`src/rtl/file_offset_to_sector_map_defines.svh`:
```
// Assertion macros used by the back part of the file offset to sector map RTL.
`ifndef FILE_OFFSET_TO_SECTOR_MAP_DEFINES_SVH
`define FILE_OFFSET_TO_SECTOR_MAP_DEFINES_SVH

`ifndef ASSERT_OFF
// Property that must hold at every clock edge outside reset.
`define FOM_ASSERT(label, prop, msg) \
	label: assert property (@(posedge clk) disable iff (!arst_n) prop) else $error(msg);
// Condition that must never be true at a clock edge outside reset.
`define FOM_ASSERT_NEVER(label, cond, msg) \
	label: assert property (@(posedge clk) disable iff (!arst_n) !(cond)) else $error(msg);
`else
`define FOM_ASSERT(label, prop, msg)
`define FOM_ASSERT_NEVER(label, cond, msg)
`endif

`endif

```
`src/rtl/fom_pkg.sv`:
```
// Types and constants shared by the file offset to sector map modules.
package fom_pkg;

	localparam int OFF_W     = 21;
	localparam int SEC_W     = 16;
	localparam int IDX_W     = 12;
	localparam int TYPE_W    = 2;
	localparam int CFG_IDX_W = 2;
	localparam int CFG_W     = 21;

	// Request type codes.
	localparam logic [TYPE_W-1:0] REQ_LOOKUP    = 2'd0;
	localparam logic [TYPE_W-1:0] REQ_WR_DIRECT = 2'd1;
	localparam logic [TYPE_W-1:0] REQ_WR_SINGLE = 2'd2;
	localparam logic [TYPE_W-1:0] REQ_WR_SECOND = 2'd3;

	// Configuration register indexes.
	localparam logic [CFG_IDX_W-1:0] CFG_FILE_BYTES     = 2'd0;
	localparam logic [CFG_IDX_W-1:0] CFG_DIRECT_LIMIT   = 2'd1;
	localparam logic [CFG_IDX_W-1:0] CFG_INDIRECT_LIMIT = 2'd2;

	localparam logic [CFG_W-1:0] RST_FILE_BYTES     = 21'd0;
	localparam logic [CFG_W-1:0] RST_DIRECT_LIMIT   = 21'd15872;
	localparam logic [CFG_W-1:0] RST_INDIRECT_LIMIT = 21'd32000;

	// Depth of the queue between the front and back parts.
	localparam int QUEUE_DEPTH = 2;
	localparam int QPTR_W      = 1;

	typedef enum logic [2:0] {
		OP_WR_DIR,
		OP_WR_SGL,
		OP_WR_SEC,
		OP_RD_DIR,
		OP_RD_SGL,
		OP_RD_SEC,
		OP_OOR
	} op_kind_t;

	// Classified operation handed from the front to the back part. The address
	// is OFF_W bits wide, enough for any table entry at the default parameters.
	typedef struct packed {
		op_kind_t           kind;
		logic [OFF_W-1:0]   addr;
		logic [SEC_W-1:0]   data;
	} op_t;

endpackage

```
`src/rtl/fom_front.sv`:
```
// Front part: configuration registers and classification of each request.
module fom_front #(
	parameter int SECTOR_BYTES        = 256,
	parameter int POINTERS_PER_SECTOR = 64,
	parameter int DIRECT_SLOTS        = 62
) (
	input  logic                            clk,
	input  logic                            arst_n,
	input  logic                            cfg_valid,
	output logic                            cfg_ready,
	input  logic [fom_pkg::CFG_IDX_W-1:0]   cfg_index,
	input  logic [fom_pkg::CFG_W-1:0]       cfg_data,
	input  logic                            req_valid,
	output logic                            req_ready,
	input  logic [fom_pkg::TYPE_W-1:0]      req_type,
	input  logic [fom_pkg::IDX_W-1:0]       entry_index,
	input  logic [fom_pkg::SEC_W-1:0]       sector_value,
	input  logic [fom_pkg::OFF_W-1:0]       byte_offset,
	output logic                            op_valid,
	input  logic                            op_ready,
	output fom_pkg::op_t                    op
);
	import fom_pkg::*;

	localparam int SB_SHIFT  = $clog2(SECTOR_BYTES);
	localparam int SEC_DEPTH = POINTERS_PER_SECTOR * POINTERS_PER_SECTOR;

	localparam logic [OFF_W-1:0] DIR_END   = OFF_W'(DIRECT_SLOTS);
	localparam logic [OFF_W-1:0] SGL_DEPTH = OFF_W'(POINTERS_PER_SECTOR);
	localparam logic [OFF_W-1:0] SEC_END   = OFF_W'(SEC_DEPTH);
	localparam logic [OFF_W-1:0] S_DIR_END = OFF_W'(DIRECT_SLOTS - 1);
	localparam logic [OFF_W-1:0] S_SGL_END = OFF_W'(DIRECT_SLOTS - 1 + POINTERS_PER_SECTOR);
	localparam logic [OFF_W-1:0] D_DIR_END = OFF_W'(DIRECT_SLOTS - 2);
	localparam logic [OFF_W-1:0] D_SGL_END = OFF_W'(DIRECT_SLOTS - 2 + POINTERS_PER_SECTOR);
	localparam logic [OFF_W-1:0] D_SEC_END =
		OFF_W'(DIRECT_SLOTS - 2 + POINTERS_PER_SECTOR + SEC_DEPTH);

	logic [CFG_W-1:0] file_bytes_q;
	logic [CFG_W-1:0] direct_limit_q;
	logic [CFG_W-1:0] indirect_limit_q;

	logic [OFF_W-1:0] idx;
	logic [OFF_W-1:0] ix_ext;
	logic             past_end;
	logic             lay_direct;
	logic             lay_single;
	logic             keep;
	op_t              op_d;

	assign cfg_ready = 1'b1;

	always_ff @(posedge clk or negedge arst_n) begin
		if (!arst_n) begin
			file_bytes_q     <= RST_FILE_BYTES;
			direct_limit_q   <= RST_DIRECT_LIMIT;
			indirect_limit_q <= RST_INDIRECT_LIMIT;
		end else if (cfg_valid) begin
			case (cfg_index)
				CFG_FILE_BYTES:     file_bytes_q     <= cfg_data;
				CFG_DIRECT_LIMIT:   direct_limit_q   <= cfg_data;
				CFG_INDIRECT_LIMIT: indirect_limit_q <= cfg_data;
				default: ;
			endcase
		end
	end

	assign idx        = byte_offset >> SB_SHIFT;
	assign ix_ext     = OFF_W'(entry_index);
	assign past_end   = byte_offset >= file_bytes_q;
	assign lay_direct = file_bytes_q <= direct_limit_q;
	assign lay_single = file_bytes_q <= indirect_limit_q;

	always_comb begin
		op_d.kind = OP_OOR;
		op_d.addr = '0;
		op_d.data = sector_value;
		keep      = 1'b1;
		case (req_type)
			REQ_WR_DIRECT: begin
				op_d.kind = OP_WR_DIR;
				op_d.addr = ix_ext;
				keep      = ix_ext < DIR_END;
			end
			REQ_WR_SINGLE: begin
				op_d.kind = OP_WR_SGL;
				op_d.addr = ix_ext;
				keep      = ix_ext < SGL_DEPTH;
			end
			REQ_WR_SECOND: begin
				op_d.kind = OP_WR_SEC;
				op_d.addr = ix_ext;
				keep      = ix_ext < SEC_END;
			end
			REQ_LOOKUP: begin
				if (past_end) begin
					op_d.kind = OP_OOR;
				end else if (lay_direct) begin
					if (idx < DIR_END) begin
						op_d.kind = OP_RD_DIR;
						op_d.addr = idx;
					end
				end else if (lay_single) begin
					if (idx < S_DIR_END) begin
						op_d.kind = OP_RD_DIR;
						op_d.addr = idx;
					end else if (idx < S_SGL_END) begin
						op_d.kind = OP_RD_SGL;
						op_d.addr = idx - S_DIR_END;
					end
				end else begin
					if (idx < D_DIR_END) begin
						op_d.kind = OP_RD_DIR;
						op_d.addr = idx;
					end else if (idx < D_SGL_END) begin
						op_d.kind = OP_RD_SGL;
						op_d.addr = idx - D_DIR_END;
					end else if (idx < D_SEC_END) begin
						op_d.kind = OP_RD_SEC;
						op_d.addr = idx - D_SGL_END;
					end
				end
			end
			default: keep = 1'b0;
		endcase
	end

	// A write beyond its table is taken and dropped without reaching the queue.
	assign req_ready = op_ready;
	assign op_valid  = req_valid && keep;
	assign op        = op_d;

endmodule

```
`config.mk`:
```
export PLATFORM = sky130hd
export DESIGN_NAME = fom_front
export DESIGN_NICKNAME = d
export VERILOG_FILES = /design/src/rtl/file_offset_to_sector_map_defines.svh /design/src/rtl/fom_pkg.sv /design/src/rtl/fom_front.sv
export SDC_FILE = /design/constraint.sdc
export NUM_CORES = 1
export LEC_CHECK = 0
export BUFFER_PORTS_ARGS = -buffer_cell sky130_fd_sc_hd__buf_2
export CORE_ASPECT_RATIO = 0.7
export CORE_MARGIN = 3
export CORE_UTILIZATION = 55
export CTS_BUF_LIST = sky130_fd_sc_hd__clkbuf_8
export DETAILED_ROUTE_END_ITERATION = 10
export PLACE_DENSITY = 0.84
export SYNTH_ARGS = -nofsm -noshare
export SYNTH_HDL_FRONTEND = slang
export SYNTH_SLANG_ARGS = --single-unit
```
`constraint.sdc`:
```
create_clock -name clk -period 4.2 [get_ports clk]
set_input_delay 0.21 -clock clk [delete_from_list [all_inputs] [get_ports clk]]
set_output_delay 0.21 -clock clk [all_outputs]
set_load 0.01 [all_outputs]
```
==> metrics.md, run 1 <==
| Metric | Value |
|---|---|
| CP Launch Type | flip-flop |
| CTS Buf Count | 9 |
| Total wire length | 14000 um |
| Iter 0 DRT Violations | 290 |
| Hold_buf cts | 0 |
| CP Max Fanout | 8 |
| Clock slew at reported path FFs | 70 ps |
| Core footprint | 9220 um^2 |
| Worst path required time | 3990 ps |
| RSZ-0062 raised after global routing | no |
| Post-synth EDFFs | 0 |
| CTS tree | yes |
| Post-Syn Nets | 719 |
| # IOs | 122 |
| Unique cell type count in the Yosys netlist | 76 |
| DIE AREA | 10800 um^2 |
| Yosys warning count | 0 |
| Slew margin rel. | 0.172 |
| Clk_lat worst skew | 350 ps |
| Leakage power | 2.83 nW |
| Vias in the first global route | 4509 |
| Post-route DRC | 0 |
| Slew Viols, Final | 0 |
| Die Ht | 88.0 um |
| GPL Wtd Cong | 0.956 |
| Clock root cell | clkbuf_8 |
| Commonest non-fill, non-tap cell in the layout | buf_2 |
| CP Class | flip-flop to primary output |
| Hold WC Path Type | input pin to async pin |
| N_diodes | 0 |
| Final Hold Fails | 0 |
| Setup Skew | 0 ps |
| Clock Sink Count | 63 |
| Max incr delay on CP | 530 ps |
| Post-CTS setup buffer count | 0 |
| Max-cap viol count | 0 |
| Detailed-route via count | 4634 |
| Area share of the largest cell type after synthesis | 0.247 |
| Initial antenna violation count | 0 |
| Worst-Margin Slew | 1240 ps |
| Sequential share of the synthesized area | 0.301 |
| Tot GR Track Use | 0.268 |
| Synthesized area per cell | 9.18 um^2 |
| Worst VDD drop | 0.267 mV |
| Gates resized, CTS repair | 0 |
| 1st-pass router iterations | 5 |
| Synth Register Bits | 63 |
| IO buf count | 86 |
| Post-Syn Instances | 575 |
| Worst Setup End Kind | primary output |
| Fill cells | 781 |
| PwrDens | 380 nW/um^2 |
| Max clock buf depth | 2 |
| Final hold slack | 29.7 ps |
| Hpwl dp | 11000 um |
| Tcrit/Tclk final | 0.908 |
| Most frequent cells in the layout | 86 x buf_2, 70 x inv_1, 65 x ha_1 |
| Synth area leaders | dfrtp_1 25%, ha_1 15%, mux2_2 9.0% |
| Post-DR vias/cell | 6.08 |
| CP arrival | 3600 ps |
| ANT nets after route | 0 |
| Largest net degree at the start of global routing | 64 |
| CTS H-tree lvls | 3 |
| Final net count | 777 |
| Ys flop type | dfrtp_1 |
| Share of synthesized registers carrying an async set or reset | 1.00 |
| Area occupied by multi-input gates | 3160 um^2 |
| Max Freq | 0.262 GHz |
| Layout cell share with drive strength beyond 1 | 0.287 |
| Status | finished clean |
| Starting density of the core | 0.573 |
| Avg WL per Cell | 18.4 um |
| Reg area | 1590 um^2 |
| First-pass GRT wire length | 22500 um |
| Overall Power | 0.00221 W |
| Horiz. Die Dim | 123 um |
| Syn-to-layout area delta | 10.1% |
| Slowest CP cell | dfstp_2 |
| CP Cell Sequence | inv_1, ha_1, nand4_2, nor4_4, a21boi_2, or3_1, nand3_2, or4b_1, a21oi_1, buf_2 |
| Endpoints failing setup | 0 |
| Row count | 29 |
| Setup_tns | 0 ps |
| Synthesized area | 5280 um^2 |
| Leading area contributor after synthesis | dfrtp_1 |
| Final min period | 3810 ps |
| Global route overflow | 0 |
==> Yosys cell counts (all sizes together), types with 5 or more instances <==
library cell  count
mux2             43
ha               65
o21ai            39
a31oi             7
nor2             14
a21oi            33
clkbuf           11
nand4            19
and4              5
a21o              8
dfstp            11
nor3              9
dfrtp            52
o211ai            6
nand3            16
nand2            53
inv              68
o22ai             5
nor4              6
buf              32
==> through the flow <==
step	setup WS [ps]	cell area [um^2]	util	instances
2_1_floorplan	997	5280	-	575
3_3_place_gp	935	5620	0.610	746
3_5_place_dp	803	5620	0.610	746
4_1_cts	399	5810	0.631	762
5_1_grt	149	5810	0.631	762
6_report	388	5810	0.631	762
==> area by class of cell <==
cell class,instances,share of cell area
clock buffers,10,0.0237
clock inverters,6,0.00904
inverters,68,0.0439
multi-input cells,401,0.544
flip-flops and latches,63,0.274
well taps,124,0.0267
repair buffers,90,0.0792
==> critical path, delay by kind of cell (launching register included) <==
family | cells | cell delay, ps
simple gates | 5 | 1530
flops | 1 | 530
buf+inv | 2 | 250
fa+ha+maj | 1 | 320
compound gates | 2 | 610
==> path summary, 6_finish.rpt <==
kind | start | end | slack, ps | depth (start not counted)
setup / recovery | indirect_limit_q[12]$_DFFE_PN1P_ | op[33] | 390 | 10
hold / removal | arst_n | direct_limit_q[7]$_DFFE_PN0P_ | 30 | 2
setup reg to reg | file_bytes_q[15]$_DFFE_PN0P_ | file_bytes_q[15]$_DFFE_PN0P_ | 3410 | 2
hold reg to reg | indirect_limit_q[2]$_DFFE_PN0P_ | indirect_limit_q[2]$_DFFE_PN0P_ | 510 | 1
max in group asynchronous | arst_n | file_bytes_q[13]$_DFFE_PN0P_ | 3640 | 2
min in group clk | cfg_data[18] | file_bytes_q[18]$_DFFE_PN0P_ | 90 | 3
==> flip-flops by register name, indices dropped and copies added, names as in the netlist <==
signal / cells
direct_limit_q: 21
file_bytes_q: 21
indirect_limit_q: 21
==> kinds of logic (layout without fill, tap and decap cells) <==
| group | after synthesis | count (layout) | synth area share |
|---|---|---|---|
| compound gates | 138 | 138 | 0.178 |
| simple gates | 150 | 150 | 0.167 |
| xor+xnor | 4 | 4 | 0.00664 |
| buf+inv | 111 | 174 | 0.101 |
| mux | 43 | 43 | 0.0917 |
| flops | 63 | 63 | 0.301 |
| other cells | 1 | 1 | 0.000710 |
| fa+ha+maj | 65 | 65 | 0.154 |
==> per-layer routing <==
layer	wire length, um	up-vias	GRT usage
li1	-	2172	-
met3	1160	29	0.0665
met2	6200	195	0.412
met4	257	0	0.0764
met1	6420	2238	0.377
met5	0	-	0
==> power by group <==
group / internal [W] / switching, W
clock network: 0.000283 / 0.000230
registers: 0.000733 / 0.0000724
logic: 0.000366 / 0.000525
total: 0.00138 / 0.000827
(Power assumes the default switching activity.)
==> run 2, diff against run 1 <==
--- a/config.mk
+++ b/config.mk
@@ -12,6 +12,7 @@
 export CTS_BUF_LIST = sky130_fd_sc_hd__clkbuf_8
 export DETAILED_ROUTE_END_ITERATION = 10
 export PLACE_DENSITY = 0.84
+export SETUP_SLACK_MARGIN = 0.5
 export SYNTH_ARGS = -nofsm -noshare
 export SYNTH_HDL_FRONTEND = slang
 export SYNTH_SLANG_ARGS = --single-unit
==> run 2 against run 1 <==
- hold slack got worse by 0.81 ps
- sequential cell count unchanged
- die area unchanged
- fmax increased by 7.0%
- register-to-register slack about the same
- critical path depth decreased by 1
- clock skew unchanged
- non-clock buffer count unchanged
- setup slack improved by 250 ps
- core utilization increased by 0.22 points
- first-iteration DRC count decreased by 1.0%
- critical path type unchanged
- largest power group unchanged
==> metrics.md, run 2 (same netlist as run 1, synthesis figures left out) <==
| Metric | Value |
|---|---|
| CP Class | flip-flop to primary output |
| FF-to-FF End | file_bytes_q[8]$_DFFE_PN0P_ |
| Fill cells | 780 |
| Final worst setup slack | 638 ps |
| Iter 0 DRT Violations | 287 |
| Row count | 29 |
| Worst VDD drop | 0.274 mV |
| PwrDens | 380 nW/um^2 |
| DIE AREA | 10800 um^2 |
| Clk_lat worst skew | 350 ps |
| Switching fraction of total power | 0.374 |
| Commonest non-fill, non-tap cell in the layout | buf_2 |
| Leakage power | 2.84 nW |
| CTS tree | yes |
| IO buf count | 86 |
| Cell Count, Final, Fillers Out | 762 |
| Post-route DRC | 0 |
| Final net count | 777 |
| CP Launch Type | flip-flop |
| N_diodes | 0 |
| Hold WC Path Type | input pin to async pin |
| Max clock buf depth | 2 |
| Vias in the first global route | 4509 |
| Core footprint | 9220 um^2 |
| Sw Pwr | 0.000829 W |
| Detailed-route via count | 4632 |
| Area occupied by multi-input gates | 3180 um^2 |
| Horiz. Die Dim | 123 um |
| Global route overflow | 0 |
| CTS Buf Count | 9 |
| Largest net degree at the start of global routing | 64 |
| Endpoints failing setup | 0 |
| Clock root cell | clkbuf_8 |
| RSZ-0062 raised after global routing | yes |
| Final min period | 3560 ps |
| Final Hold Fails | 0 |
| Worst path required time | 3990 ps |
| Clock slew at reported path FFs | 70 ps |
| Dpl ws | 803 ps |
| Reg area | 1590 um^2 |
| First-pass GRT wire length | 22500 um |
| R2R setup slack | 3400 ps |
| Hpwl dp | 11000 um |
| Placed cell count | 746 |
| Fin area | 5830 um^2 |
| Reg2reg start | file_bytes_q[8]$_DFFE_PN0P_ |
| Slew Viols, Final | 0 |
| Syn-to-layout area delta | 10.5% |
| Int Pwr | 0.00139 W |
| Tcrit/Tclk final | 0.848 |
| Tot GR Track Use | 0.268 |
| Total wire length | 14100 um |
| # IOs | 122 |
| Final hold slack | 28.9 ps |
| Avg WL per Cell | 18.5 um |
| Clock Power Share | 0.231 |
| Worst Setup End Kind | primary output |
| Clock Sink Count | 63 |
| Most frequent cells in the layout | 86 x buf_2, 70 x inv_1, 65 x ha_1 |
| CP arrival | 3350 ps |
| Starting density of the core | 0.573 |
| Die Ht | 88.0 um |
| CTS H-tree lvls | 3 |
| Max-cap viol count | 0 |
| CP startpoint | file_bytes_q[2]$_DFFE_PN0P_ |
| Slew margin rel. | 0.167 |
| 1st-pass router iterations | 6 |
| Post-CTS setup buffer count | 0 |
| Hold_buf cts | 0 |
| Gate power share | 0.405 |
| Reg2reg path depth | 2 |
| Max Freq | 0.281 GHz |
| Setup_tns | 0 ps |
| Gates resized, CTS repair | 1 |
| Worst-Margin Slew | 1250 ps |
| Initial antenna violation count | 0 |
| Layout cell share with drive strength beyond 1 | 0.292 |
| ANT nets after route | 0 |
| Placed instance area | 5620 um^2 |
| Status | finished clean |
| Setup Skew | 0 ps |
| CP Max Fanout | 10 |
| Biggest registers after layout | direct_limit_q: 21 flops, file_bytes_q: 21 flops, indirect_limit_q: 21 flops |
| GPL Wtd Cong | 0.956 |
| Post-DR vias/cell | 6.08 |
| Seq pwr share | 0.363 |
[run 2: cell counts in the layout (fill, tap and decap cells not counted)]
No cell type changed its count.
[run 2: worst max path at each step]
stage / end / slack (ps)
floorplan: op[30] / 1000
global placement: op[30] / 940
detailed placement: op[33] / 800
CTS: op[33] / 510
global route: op[33] / 460
finish: op[24] / 640
[run 2: per-layer routing]
layer	up-vias	routed length, um	GRT usage
met2	202	6240	0.412
li1	2176	-	-
met4	0	295	0.0764
met1	2219	6310	0.377
met5	-	0	0
met3	35	1220	0.0665
[run 2: metrics by stage]
step            util  power, W
2_1_floorplan      -   0.00144
3_3_place_gp   0.610   0.00164
3_5_place_dp   0.610   0.00168
4_1_cts        0.631   0.00221
5_1_grt        0.633   0.00237
6_report       0.633   0.00222
[run 2: power by group through the flow]
| stage | sequential, W | clock (W) | combinational, W |
|---|---|---|---|
| CTS | 0.000804 | 0.000524 | 0.000878 |
| global route | 0.000820 | 0.000554 | 0.000998 |
| global placement | 0.000805 | 0 | 0.000833 |
| detailed placement | 0.000815 | 0 | 0.000869 |
| finish | 0.000805 | 0.000513 | 0.000898 |
| floorplan | 0.000791 | 0 | 0.000644 |
[run 2: cell type report]
| class | count | share of cell area |
|---|---|---|
| multi-input cells | 401 | 0.545 |
| flip-flops and latches | 63 | 0.273 |
| repair buffers | 90 | 0.0789 |
| inverters | 68 | 0.0438 |
| well taps | 124 | 0.0266 |
| clock buffers | 10 | 0.0236 |
| clock inverters | 6 | 0.00901 |
[run 2: critical path, cell delays in order (launching register included)]
cell and delay [ps]:
dfrtp_1 400, ha_1 330, and3b_1 170, o21ai_1 340, a2111oi_4 130, nor4b_1 710
nor2_2 240, and2_1 290, a32o_1 240, buf_2 140
