<file path="config.mk">
export PLATFORM = sky130hd
export DESIGN_NAME = fom_fifo
export DESIGN_NICKNAME = d
export VERILOG_FILES = /design/src/rtl/file_offset_to_sector_map_defines.svh /design/src/rtl/fom_pkg.sv /design/src/rtl/fom_fifo.sv
export SDC_FILE = /design/constraint.sdc
export NUM_CORES = 1
export LEC_CHECK = 0
export ABC_CLOCK_PERIOD_IN_PS = 6300
export BUFFER_PORTS_ARGS = -buffer_cell sky130_fd_sc_hd__buf_2
export CORE_MARGIN = 1
export CORE_UTILIZATION = 41
export CTS_CLUSTER_SIZE = 28
export DETAILED_ROUTE_END_ITERATION = 12
export GPL_ROUTABILITY_DRIVEN = 0
export GPL_TIMING_DRIVEN = 0
export HOLD_SLACK_MARGIN = 0.05
export PLACE_DENSITY = 0.65
export SKIP_CTS_REPAIR_TIMING = 1
export SYNTH_ARGS = -nofsm -noshare
export SYNTH_HDL_FRONTEND = slang
export SYNTH_SLANG_ARGS = --single-unit
</file>
<file path="constraint.sdc">
create_clock -name clk -period 6.3 [get_ports clk]
set_input_delay 0.63 -clock clk [delete_from_list [all_inputs] [get_ports clk]]
set_output_delay 0.63 -clock clk [all_outputs]
set_load 0.02 [all_outputs]
</file>
<file path="src/rtl/file_offset_to_sector_map_defines.svh">
// Assertion macros used by the back part of the file offset to sector map RTL.
`ifndef FILE_OFFSET_TO_SECTOR_MAP_DEFINES_SVH
`define FILE_OFFSET_TO_SECTOR_MAP_DEFINES_SVH

`ifndef ASSERT_OFF
// Property that must hold at every clock edge outside reset.
`define FOM_ASSERT(label, prop, msg) \
	label: assert property (@(posedge clk) disable iff (!arst_n) prop) else $error(msg);
// Condition that must never be true at a clock edge outside reset.
`define FOM_ASSERT_NEVER(label, cond, msg) \
	label: assert property (@(posedge clk) disable iff (!arst_n) !(cond)) else $error(msg);
`else
`define FOM_ASSERT(label, prop, msg)
`define FOM_ASSERT_NEVER(label, cond, msg)
`endif

`endif

</file>
<file path="src/rtl/fom_pkg.sv">
// Types and constants shared by the file offset to sector map modules.
package fom_pkg;

	localparam int OFF_W     = 21;
	localparam int SEC_W     = 16;
	localparam int IDX_W     = 12;
	localparam int TYPE_W    = 2;
	localparam int CFG_IDX_W = 2;
	localparam int CFG_W     = 21;

	// Request type codes.
	localparam logic [TYPE_W-1:0] REQ_LOOKUP    = 2'd0;
	localparam logic [TYPE_W-1:0] REQ_WR_DIRECT = 2'd1;
	localparam logic [TYPE_W-1:0] REQ_WR_SINGLE = 2'd2;
	localparam logic [TYPE_W-1:0] REQ_WR_SECOND = 2'd3;

	// Configuration register indexes.
	localparam logic [CFG_IDX_W-1:0] CFG_FILE_BYTES     = 2'd0;
	localparam logic [CFG_IDX_W-1:0] CFG_DIRECT_LIMIT   = 2'd1;
	localparam logic [CFG_IDX_W-1:0] CFG_INDIRECT_LIMIT = 2'd2;

	localparam logic [CFG_W-1:0] RST_FILE_BYTES     = 21'd0;
	localparam logic [CFG_W-1:0] RST_DIRECT_LIMIT   = 21'd15872;
	localparam logic [CFG_W-1:0] RST_INDIRECT_LIMIT = 21'd32000;

	// Depth of the queue between the front and back parts.
	localparam int QUEUE_DEPTH = 2;
	localparam int QPTR_W      = 1;

	typedef enum logic [2:0] {
		OP_WR_DIR,
		OP_WR_SGL,
		OP_WR_SEC,
		OP_RD_DIR,
		OP_RD_SGL,
		OP_RD_SEC,
		OP_OOR
	} op_kind_t;

	// Classified operation handed from the front to the back part. The address
	// is OFF_W bits wide, enough for any table entry at the default parameters.
	typedef struct packed {
		op_kind_t           kind;
		logic [OFF_W-1:0]   addr;
		logic [SEC_W-1:0]   data;
	} op_t;

endpackage

</file>
<file path="src/rtl/fom_fifo.sv">
// Short queue of classified operations between the front and back parts.
module fom_fifo (
	input  logic          clk,
	input  logic          arst_n,
	input  logic          in_valid,
	output logic          in_ready,
	input  fom_pkg::op_t  in_op,
	output logic          out_valid,
	input  logic          out_ready,
	output fom_pkg::op_t  out_op
);
	import fom_pkg::*;

	op_t               slots_q [QUEUE_DEPTH];
	logic [QPTR_W-1:0] wr_ptr_q;
	logic [QPTR_W-1:0] rd_ptr_q;
	logic [QPTR_W:0]   count_q;
	logic              push;
	logic              pop;

	assign in_ready  = count_q != (QPTR_W + 1)'(QUEUE_DEPTH);
	assign out_valid = count_q != '0;
	assign out_op    = slots_q[rd_ptr_q];
	assign push      = in_valid && in_ready;
	assign pop       = out_valid && out_ready;

	always_ff @(posedge clk) begin
		if (push) begin
			slots_q[wr_ptr_q] <= in_op;
		end
	end

	always_ff @(posedge clk or negedge arst_n) begin
		if (!arst_n) begin
			wr_ptr_q <= '0;
			rd_ptr_q <= '0;
			count_q  <= '0;
		end else begin
			if (push) begin
				wr_ptr_q <= wr_ptr_q + 1'b1;
			end
			if (pop) begin
				rd_ptr_q <= rd_ptr_q + 1'b1;
			end
			case ({push, pop})
				2'b10:   count_q <= count_q + 1'b1;
				2'b01:   count_q <= count_q - 1'b1;
				default: ;
			endcase
		end
	end

endmodule

</file>
==> results of run 1 <==
-- stage by stage --
stage               power (mW)  cells  utilization  instance area (um2)
floorplan                 1.27    142            -                 3100
global placement          1.46    326        0.501                 3650
detailed placement        1.49    328        0.508                 3700
CTS                       1.87    344        0.535                 3900
global route              1.94    344        0.535                 3900
finish                    1.84    344        0.535                 3900
-- cell type report --
class                      instances  share of cell area
multi-input combinational         53               0.142
timing repair buffer              87               0.119
sequential                        84               0.641
tap                               99              0.0318
clock inverter                     7              0.0192
buffer                             5              0.0144
clock buffer                       9              0.0318
-- per-layer routing --
metal,global-route usage,routed length (um)
met1,0.153,2140
met2,0.198,2330
met3,0.0582,360
met4,0.0649,41
met5,0,0
-- worst max path at each step --
stage                           endpoint  slack, ps  cells past startpoint
final                         out_op[29]       4210                      4
after detailed placement  slots_q[0][27]       4360                      4
after global placement    slots_q[0][30]       2310                      3
after floorplan            slots_q[0][0]       3370                      3
after global routing          out_op[20]       4130                      4
after CTS                     out_op[29]       4170                      4
-- worst max-delay path, stage by stage, from the launching register on --
cell and delay, ps:
dfrtp_1 340, buf_6 120, buf_6 150, mux2_2 350, buf_2 160
-- synth_stat cells --
master and instances:
and2_4 1, and3_1 1, buf_6 5, dfrtp_1 4, edfxtp_1 80, ha_1 1
mux2_1 3, mux2_2 37, nand2_1 1, nand2b_1 1, nor2_1 2, or2_1 1
xnor2_1 3, xor2_1 2
-- power by group through the flow --
| stage | clock [mW] | sequential [mW] | combinational (mW) |
|---|---|---|---|
| after global routing | 0.407 | 0.809 | 0.720 |
| after detailed placement | 0 | 0.809 | 0.678 |
| after floorplan | 0 | 0.805 | 0.468 |
| after global placement | 0 | 0.814 | 0.651 |
| after CTS | 0.390 | 0.798 | 0.680 |
| final | 0.375 | 0.797 | 0.664 |
-- placed cells by master (no fill, tap or decap), drive strengths merged --
cell,count
edfxtp,80
nor2,2
buf,92
clkbuf,9
bufinv,1
mux2,40
inv,2
xnor2,3
and3,1
clkinv,2
dfrtp,4
ha,1
xor2,2
nand2,1
nand2b,1
and2,1
or2,1
clkinvlp,2
-- state kept, by name, indices dropped and copies added (netlist names) --
| register | cells |
|---|---|
| count_q | 2 |
| wr_ptr_q | 1 |
| slots_q | 80 |
| rd_ptr_q | 1 |
-- cells by family after synthesis --
| group | count (synthesis) | share of synthesized area |
|---|---|---|
| flip-flops | 84 | 0.806 |
| multiplexers | 40 | 0.145 |
| AND/OR/NAND/NOR | 7 | 0.0125 |
| XOR/XNOR | 5 | 0.0141 |
| buffers and inverters | 5 | 0.0181 |
| adder cells (fa/ha/maj) | 1 | 0.00403 |
==> impl_metrics.yaml, run 1 <==
setup_path:
  r2r_setup_slack_ps: 4570
  reg2regPathDepth: 4
  critical_path.startpoint: "rd_ptr_q"
  cp_max_fo: 10
  cp.arrival_ps: 1460
  r2r-end: "slots_q[0][29]"
  crit_type: "register to output port"
  worstReg2RegStart: "count_q[0]"
  critPathRequiredTime_ps: 5670
  startpoint_type: "register"
  critPathCaptureType: "output port"
floorplan:
  io-pin-count: 86
  dieArea_um2: 7920
  die_h_um: 89.0
  dieWidth_um: 89.0
  initial_core_util: 0.426
  rows: 31
  core_area_um2: 7290
global_route:
  grt_max_degree: 31
  grt_pass1_vias: 1494
  antenna_found_initial: 0
  grtUsageTotal: 0.128
  grt_pass1_wl_mm: 7.07
  grt_overflow: 0
power:
  clkPwrFrac: 0.204
  p_leak_nw: 1.47
  swShare: 0.330
  share_comb_of_total_power: 0.362
  seqPwrFrac: 0.434
  switching_power_mw: 0.606
  cellPowerDensity_nw_per_um2: 471
  p_int_mw: 1.23
  peakVddDrop_uv: 214
synth:
  avgSynthCellArea_um2: 21.9
  synth-seq-cells: 84
  syn_nets: 187
  yosys-top-cells-area: "edfxtp_1, mux2_2, dfrtp_1"
  synth_top_cell_by_area: "edfxtp_1"
  syn_area_um2: 3100
  synthCells: 142
  ys_types: 14
  synth_top_area_frac: 0.774
  ys_seq_area_frac: 0.806
  ys_warn_count: 0
run:
  cap_violations: 0
drt:
  wl_per_cell_um: 14.2
  wirelength_mm: 4.88
  vias_per_cell: 4.50
  drt_iter0_drc: 51
  drt_pass1_iterations: 4
  ant_nets: 0
  route.vias.total: 1549
  drc: 0
clock_tree:
  clock-root-buffer: "clkbuf_8"
  path_clk_slew_ps: 80
  clockBufferDepth: 2
  tritoncts: "yes"
  htree_levels: 3
  insertion_delay_ps: 350
  clock-sinks: 84
  numCtsBuffers: 9
timing:
  clock.fmax_mhz: 477
  setup_ws_ps: 4210
  timing.hold.ws_ps: 79.0
  period_needed_ps: 2090
  hold_viol: 0
  rsz0062_at_grt: "no"
  slew_headroom: 0.633
  setup_tns_ps: 0
  setup_viol: 0
  finClkSkew_ps: 8.42
  drv_slew: 0
  max_slew.worst_pin.slew_ps: 549
  fin_crit_sh: 0.332
status:
  status: "completed"
min_path:
  min_path_type: "input pin to async pin"
cells_and_area:
  nets: 285
  multi_input_area_um2: 554
  seq_area_um2: 2500
  fillers: 630
  syn_to_final_growth_pct: 25.7
  antenna_cells: 0
  drive_above_1_share: 0.600
placed_design:
  place.port_buffers: 85
  pre_cts_slack_ps: 4360
Power figures use the tool's default switching activity.
==> run 2, diff against run 1 <==
--- a/config.mk
+++ b/config.mk
@@ -5,7 +5,7 @@
 export SDC_FILE = /design/constraint.sdc
 export NUM_CORES = 1
 export LEC_CHECK = 0
-export ABC_CLOCK_PERIOD_IN_PS = 6300
+export ABC_CLOCK_PERIOD_IN_PS = 1800
 export BUFFER_PORTS_ARGS = -buffer_cell sky130_fd_sc_hd__buf_2
 export CORE_MARGIN = 1
 export CORE_UTILIZATION = 41
@@ -14,7 +14,7 @@
 export GPL_ROUTABILITY_DRIVEN = 0
 export GPL_TIMING_DRIVEN = 0
 export HOLD_SLACK_MARGIN = 0.05
-export PLACE_DENSITY = 0.65
+export PLACE_DENSITY = 0.68
 export SKIP_CTS_REPAIR_TIMING = 1
 export SYNTH_ARGS = -nofsm -noshare
 export SYNTH_HDL_FRONTEND = slang
==> constraint.sdc (replaced) <==
create_clock -name clk -period 1.8 [get_ports clk]
set_input_delay 0.18 -clock clk [delete_from_list [all_inputs] [get_ports clk]]
set_output_delay 0.18 -clock clk [all_outputs]
set_load 0.02 [all_outputs]
==> impl_metrics.yaml, run 2 (synthesized netlist as in run 1, its figures left out) <==
setup_path:
  cp_max_fo: 10
  cp_common_cell: "buf_6"
  cp.arrival_ps: 1480
  cpPeakStageDelay_ps: 350
  critPathRequiredTime_ps: 1620
  path_cells: "buf_6 -> buf_6 -> mux2_2 -> buf_2"
  crit_type: "register to output port"
  cp_slowest_cell: "mux2_2"
  reg2regPathDepth: 3
  critPathCaptureType: "output port"
  startpoint_type: "register"
timing:
  max_slew.worst_pin.slew_ps: 642
  fin_crit_sh: 0.921
  hold_viol: 0
  setup_tns_ps: 0
  drv_slew: 0
  slew_headroom: 0.571
  setup_viol: 0
  period_needed_ps: 1660
  clock.fmax_mhz: 603
  finClkSkew_ps: 12.9
  rsz0062_at_grt: "no"
cells_and_area:
  fin_cells: 384
  layout_commonest_cell: "buf_2"
  reg.largest.list: "slots_q x80, count_q x2"
  syn_to_final_growth_pct: 38.3
  largest_reg_flops: 80
  drive_above_1_share: 0.519
  fillers: 604
  multi_input_area_um2: 574
  largest_register: "slots_q"
  antenna_cells: 0
  layout_common_cells: "buf_2, edfxtp_1, dlygate4sd3_1"
  seq_area_um2: 2500
  nets: 325
floorplan:
  die_h_um: 89.0
  dieWidth_um: 89.0
  initial_core_util: 0.426
  io-pin-count: 86
  dieArea_um2: 7920
  rows: 31
  core_area_um2: 7290
clock_tree:
  clock-sinks: 84
  clock-root-buffer: "clkbuf_8"
  tritoncts: "yes"
  insertion_delay_ps: 340
  path_clk_slew_ps: 80
  htree_levels: 3
  clockBufferDepth: 2
  numCtsBuffers: 9
run:
  cap_violations: 0
drt:
  ant_nets: 0
  drt_pass1_iterations: 4
  wirelength_mm: 5.44
  wl_per_cell_um: 14.2
  drt_iter0_drc: 47
  drc: 0
  vias_per_cell: 4.47
  route.vias.total: 1716
power:
  p_leak_nw: 1.62
  peakVddDrop_uv: 982
  cellPowerDensity_nw_per_um2: 1510
min_path:
  hold_depth: 3
  min_path_type: "input pin to register"
status:
  status: "completed"
global_route:
  grt_max_degree: 41
  grt_pass1_vias: 1555
  grt_overflow: 0
  grt_pass1_wl_mm: 7.34
  grtUsageTotal: 0.130
  antenna_found_initial: 0
placed_design:
  place.port_buffers: 85
  dp_hpwl_mm: 3.11
  dpl.cell_count: 326
[run 2: cell count changes in the layout (fill, tap and decap cells not counted), sizes merged]
cell         previous run  this run
clkinv                  2         3
dlygate4sd3             0        41
nor2                    2         3
inv                     2         1
buf                    92        90
[run 2: per-stage QoR]
stage / hold slack [ps] / cell area [um2] / total power [mW] / utilization / worst slack (ps)
after global routing: 124 / 4290 / 6.83 / 0.589 / 52.5
after global placement: -7.03 / 3660 / 5.11 / 0.503 / -265
after detailed placement: -4.48 / 3660 / 5.15 / 0.503 / -289
after floorplan: -116 / 3120 / 4.46 / - / 25.1
after CTS: -388 / 3860 / 6.46 / 0.530 / -334
final: 142 / 4290 / 6.48 / 0.589 / 142
[run 2: path summary, 6_finish.rpt]
check,slack (ps),end,startpoint
max in group asynchronous,1510,rd_ptr_q,arst_n
worst min-delay path,140,rd_ptr_q,out_ready
worst max-delay path,140,out_op[23],rd_ptr_q
min in group asynchronous,160,count_q[1],arst_n
worst max register to register,180,slots_q[0][15],count_q[0]
worst min register to register,520,count_q[1],count_q[1]
[run 2: final cells by class]
cell class | instances | share of cell area
multi-input cells | 54 | 0.134
clock buffers | 9 | 0.0289
plain buffers | 5 | 0.0131
clock inverters | 7 | 0.0175
well taps | 99 | 0.0289
flip-flops and latches | 84 | 0.583
repair buffers | 126 | 0.195
[run 2: worst max-delay path: cells and delay by family (launching register included)]
family / cells / cell delay, ps
muxes: 1 / 350
DFF: 1 / 340
buffers and inverters: 3 / 440
[run 2: where the power goes]
part           internal, mW  leakage [nW]  switching, mW  total, mW
combinational          1.00         0.738           1.36       2.36
clock                 0.645        0.0935          0.659       1.30
sequential             2.68         0.790          0.137       2.81
total                  4.33          1.62           2.15       6.48
[run 2: routing by layer]
layer / vias to the layer above / GRT usage / share of wire
met2: 55 / 0.222 / 0.50
met4: 0 / 0.0519 / 0.012
li1: 828 / - / -
met1: 827 / 0.145 / 0.42
met3: 6 / 0.0563 / 0.064
met5: - / 0 / 0
==> run 3, diff against run 2 <==
--- a/config.mk
+++ b/config.mk
@@ -6,15 +6,14 @@
 export NUM_CORES = 1
 export LEC_CHECK = 0
 export ABC_CLOCK_PERIOD_IN_PS = 1800
-export BUFFER_PORTS_ARGS = -buffer_cell sky130_fd_sc_hd__buf_2
 export CORE_MARGIN = 1
 export CORE_UTILIZATION = 41
 export CTS_CLUSTER_SIZE = 28
 export DETAILED_ROUTE_END_ITERATION = 12
+export DONT_BUFFER_PORTS = 1
 export GPL_ROUTABILITY_DRIVEN = 0
 export GPL_TIMING_DRIVEN = 0
 export HOLD_SLACK_MARGIN = 0.05
-export PLACE_DENSITY = 0.68
 export SKIP_CTS_REPAIR_TIMING = 1
 export SYNTH_ARGS = -nofsm -noshare
 export SYNTH_HDL_FRONTEND = slang
==> constraint.sdc (replaced) <==
create_clock -name clk -period 1.8 [get_ports clk]
set_input_delay 0.18 -clock clk [delete_from_list [all_inputs] [get_ports clk]]
set_output_delay 0.18 -clock clk [all_outputs]
set_load 0.05 [all_outputs]
==> impl_metrics.yaml, run 3 (synthesized netlist as in run 1, its figures left out) <==
setup_path:
  critPathRequiredTime_ps: 1770
  r2r-end: "slots_q[1][31]"
  cp_max_fo: 40
  reg2regPathDepth: 2
  cpPeakStageDelay_ps: 600
  crit_buf_inv: 0
  path_cells: "nand2b_4 -> and3_4"
  critical-path-top-delay-family: "simple AND/OR/NAND/NOR gates"
  critPathCaptureType: "register"
  startpoint_type: "register"
  cp_slowest_cell: "and3_4"
  r2r_setup_slack_ps: 110
  crit_type: "register to register"
  cp.depth: 2
  worstReg2RegStart: "count_q[0]"
  cp.arrival_ps: 1660
cells_and_area:
  reg.largest.list: "slots_q x80, count_q x2"
  largest_register: "slots_q"
  fillers: 631
  syn_to_final_growth_pct: 26.6
  layout_commonest_cell: "edfxtp_1"
  fin_cells: 302
  seq_area_um2: 2500
  nets: 243
  largest_reg_flops: 80
  antenna_cells: 0
  fin_area_um2: 3930
  layout_common_cells: "edfxtp_1, dlygate4sd3_1, mux2_2"
  multi_input_area_um2: 609
  drive_above_1_share: 0.320
placed_design:
  dpl.cell_count: 241
  dp_hpwl_mm: 3.14
  place_area_um2: 3250
  place.port_buffers: 0
  pre_cts_slack_ps: -353
timing:
  period_needed_ps: 1690
  drv_slew: 0
  fin_crit_sh: 0.939
  rsz0062_at_grt: "no"
  clock.fmax_mhz: 592
  setup_viol: 0
  slew_headroom: 0.626
  hold_viol: 0
  setup_ws_ps: 110
  finClkSkew_ps: 14.0
  max_slew.worst_pin.slew_ps: 561
drt:
  drt_pass1_iterations: 4
  vias_per_cell: 4.77
  wl_per_cell_um: 18.5
  drt_iter0_drc: 93
  wirelength_mm: 5.59
  ant_nets: 0
  route.vias.total: 1441
  drc: 0
power:
  peakVddDrop_uv: 1280
  finalPower_mw: 7.31
  p_leak_nw: 1.32
  cellPowerDensity_nw_per_um2: 1860
global_route:
  grt_max_degree: 41
  antenna_found_initial: 0
  grt_overflow: 0
  grt_pass1_wl_mm: 6.78
  grtUsageTotal: 0.125
  grt_pass1_vias: 1354
floorplan:
  dieWidth_um: 89.0
  core_area_um2: 7290
  dieArea_um2: 7920
  io-pin-count: 86
  rows: 31
  die_h_um: 89.0
  initial_core_util: 0.426
min_path:
  min_path_type: "input pin to async pin"
clock_tree:
  clock-sinks: 84
  htree_levels: 3
  insertion_delay_ps: 350
  numCtsBuffers: 9
  path_clk_slew_ps: 70
  tritoncts: "yes"
  clockBufferDepth: 2
  clock-root-buffer: "clkbuf_8"
status:
  status: "completed"
run:
  cap_violations: 0
==> run 3: layout make-up <==
class                           instances  area share
Sequential cell                        84       0.637
Multi-Input combinational cell         56       0.155
Timing Repair Buffer                   42       0.107
Clock buffer                           10      0.0325
Tap cell                               99      0.0315
Clock inverter                          6      0.0226
Buffer                                  5      0.0143
==> run 3: worst max-delay path by stage <==
stage               startpoint             end  slack, ps
finish              count_q[0]  slots_q[1][31]        110
global route        count_q[0]      count_q[1]         20
CTS                 count_q[0]  slots_q[0][34]       -360
detailed placement  count_q[0]  slots_q[0][13]       -350
global placement    count_q[0]  slots_q[0][11]       -240
floorplan           count_q[0]   slots_q[0][0]         20
==> run 3: routing by layer <==
layer / vias up / global-route usage / wire, um
met5: - / 0 / 0
li1: 668 / - / -
met4: 0 / 0.0649 / 56
met1: 710 / 0.123 / 2170
met2: 59 / 0.218 / 3070
met3: 4 / 0.0628 / 304
==> run 3: power by group <==
part	switching, mW	total [mW]	leakage (nW)	internal (mW)
combinational	2.28	3.05	0.424	0.766
sequential	0.175	2.85	0.790	2.68
clock	0.631	1.41	0.104	0.782
==> run 3: metrics by stage <==
| step | hold WS [ps] | TNS (ps) | utilization |
|---|---|---|---|
| final | 113 | 0 | 0.539 |
| after global routing | 99.7 | 0 | 0.539 |
| after CTS | -487 | -20980 | 0.475 |
| after detailed placement | -115 | -21100 | 0.445 |
| after global placement | -115 | -12360 | 0.445 |
| after floorplan | -116 | 0 | - |
==> run 3: worst reg2reg max path, cell delays in order (launching register included) <==
cell and delay (ps):
dfrtp_1 440, nand2b_4 280, and3_4 600
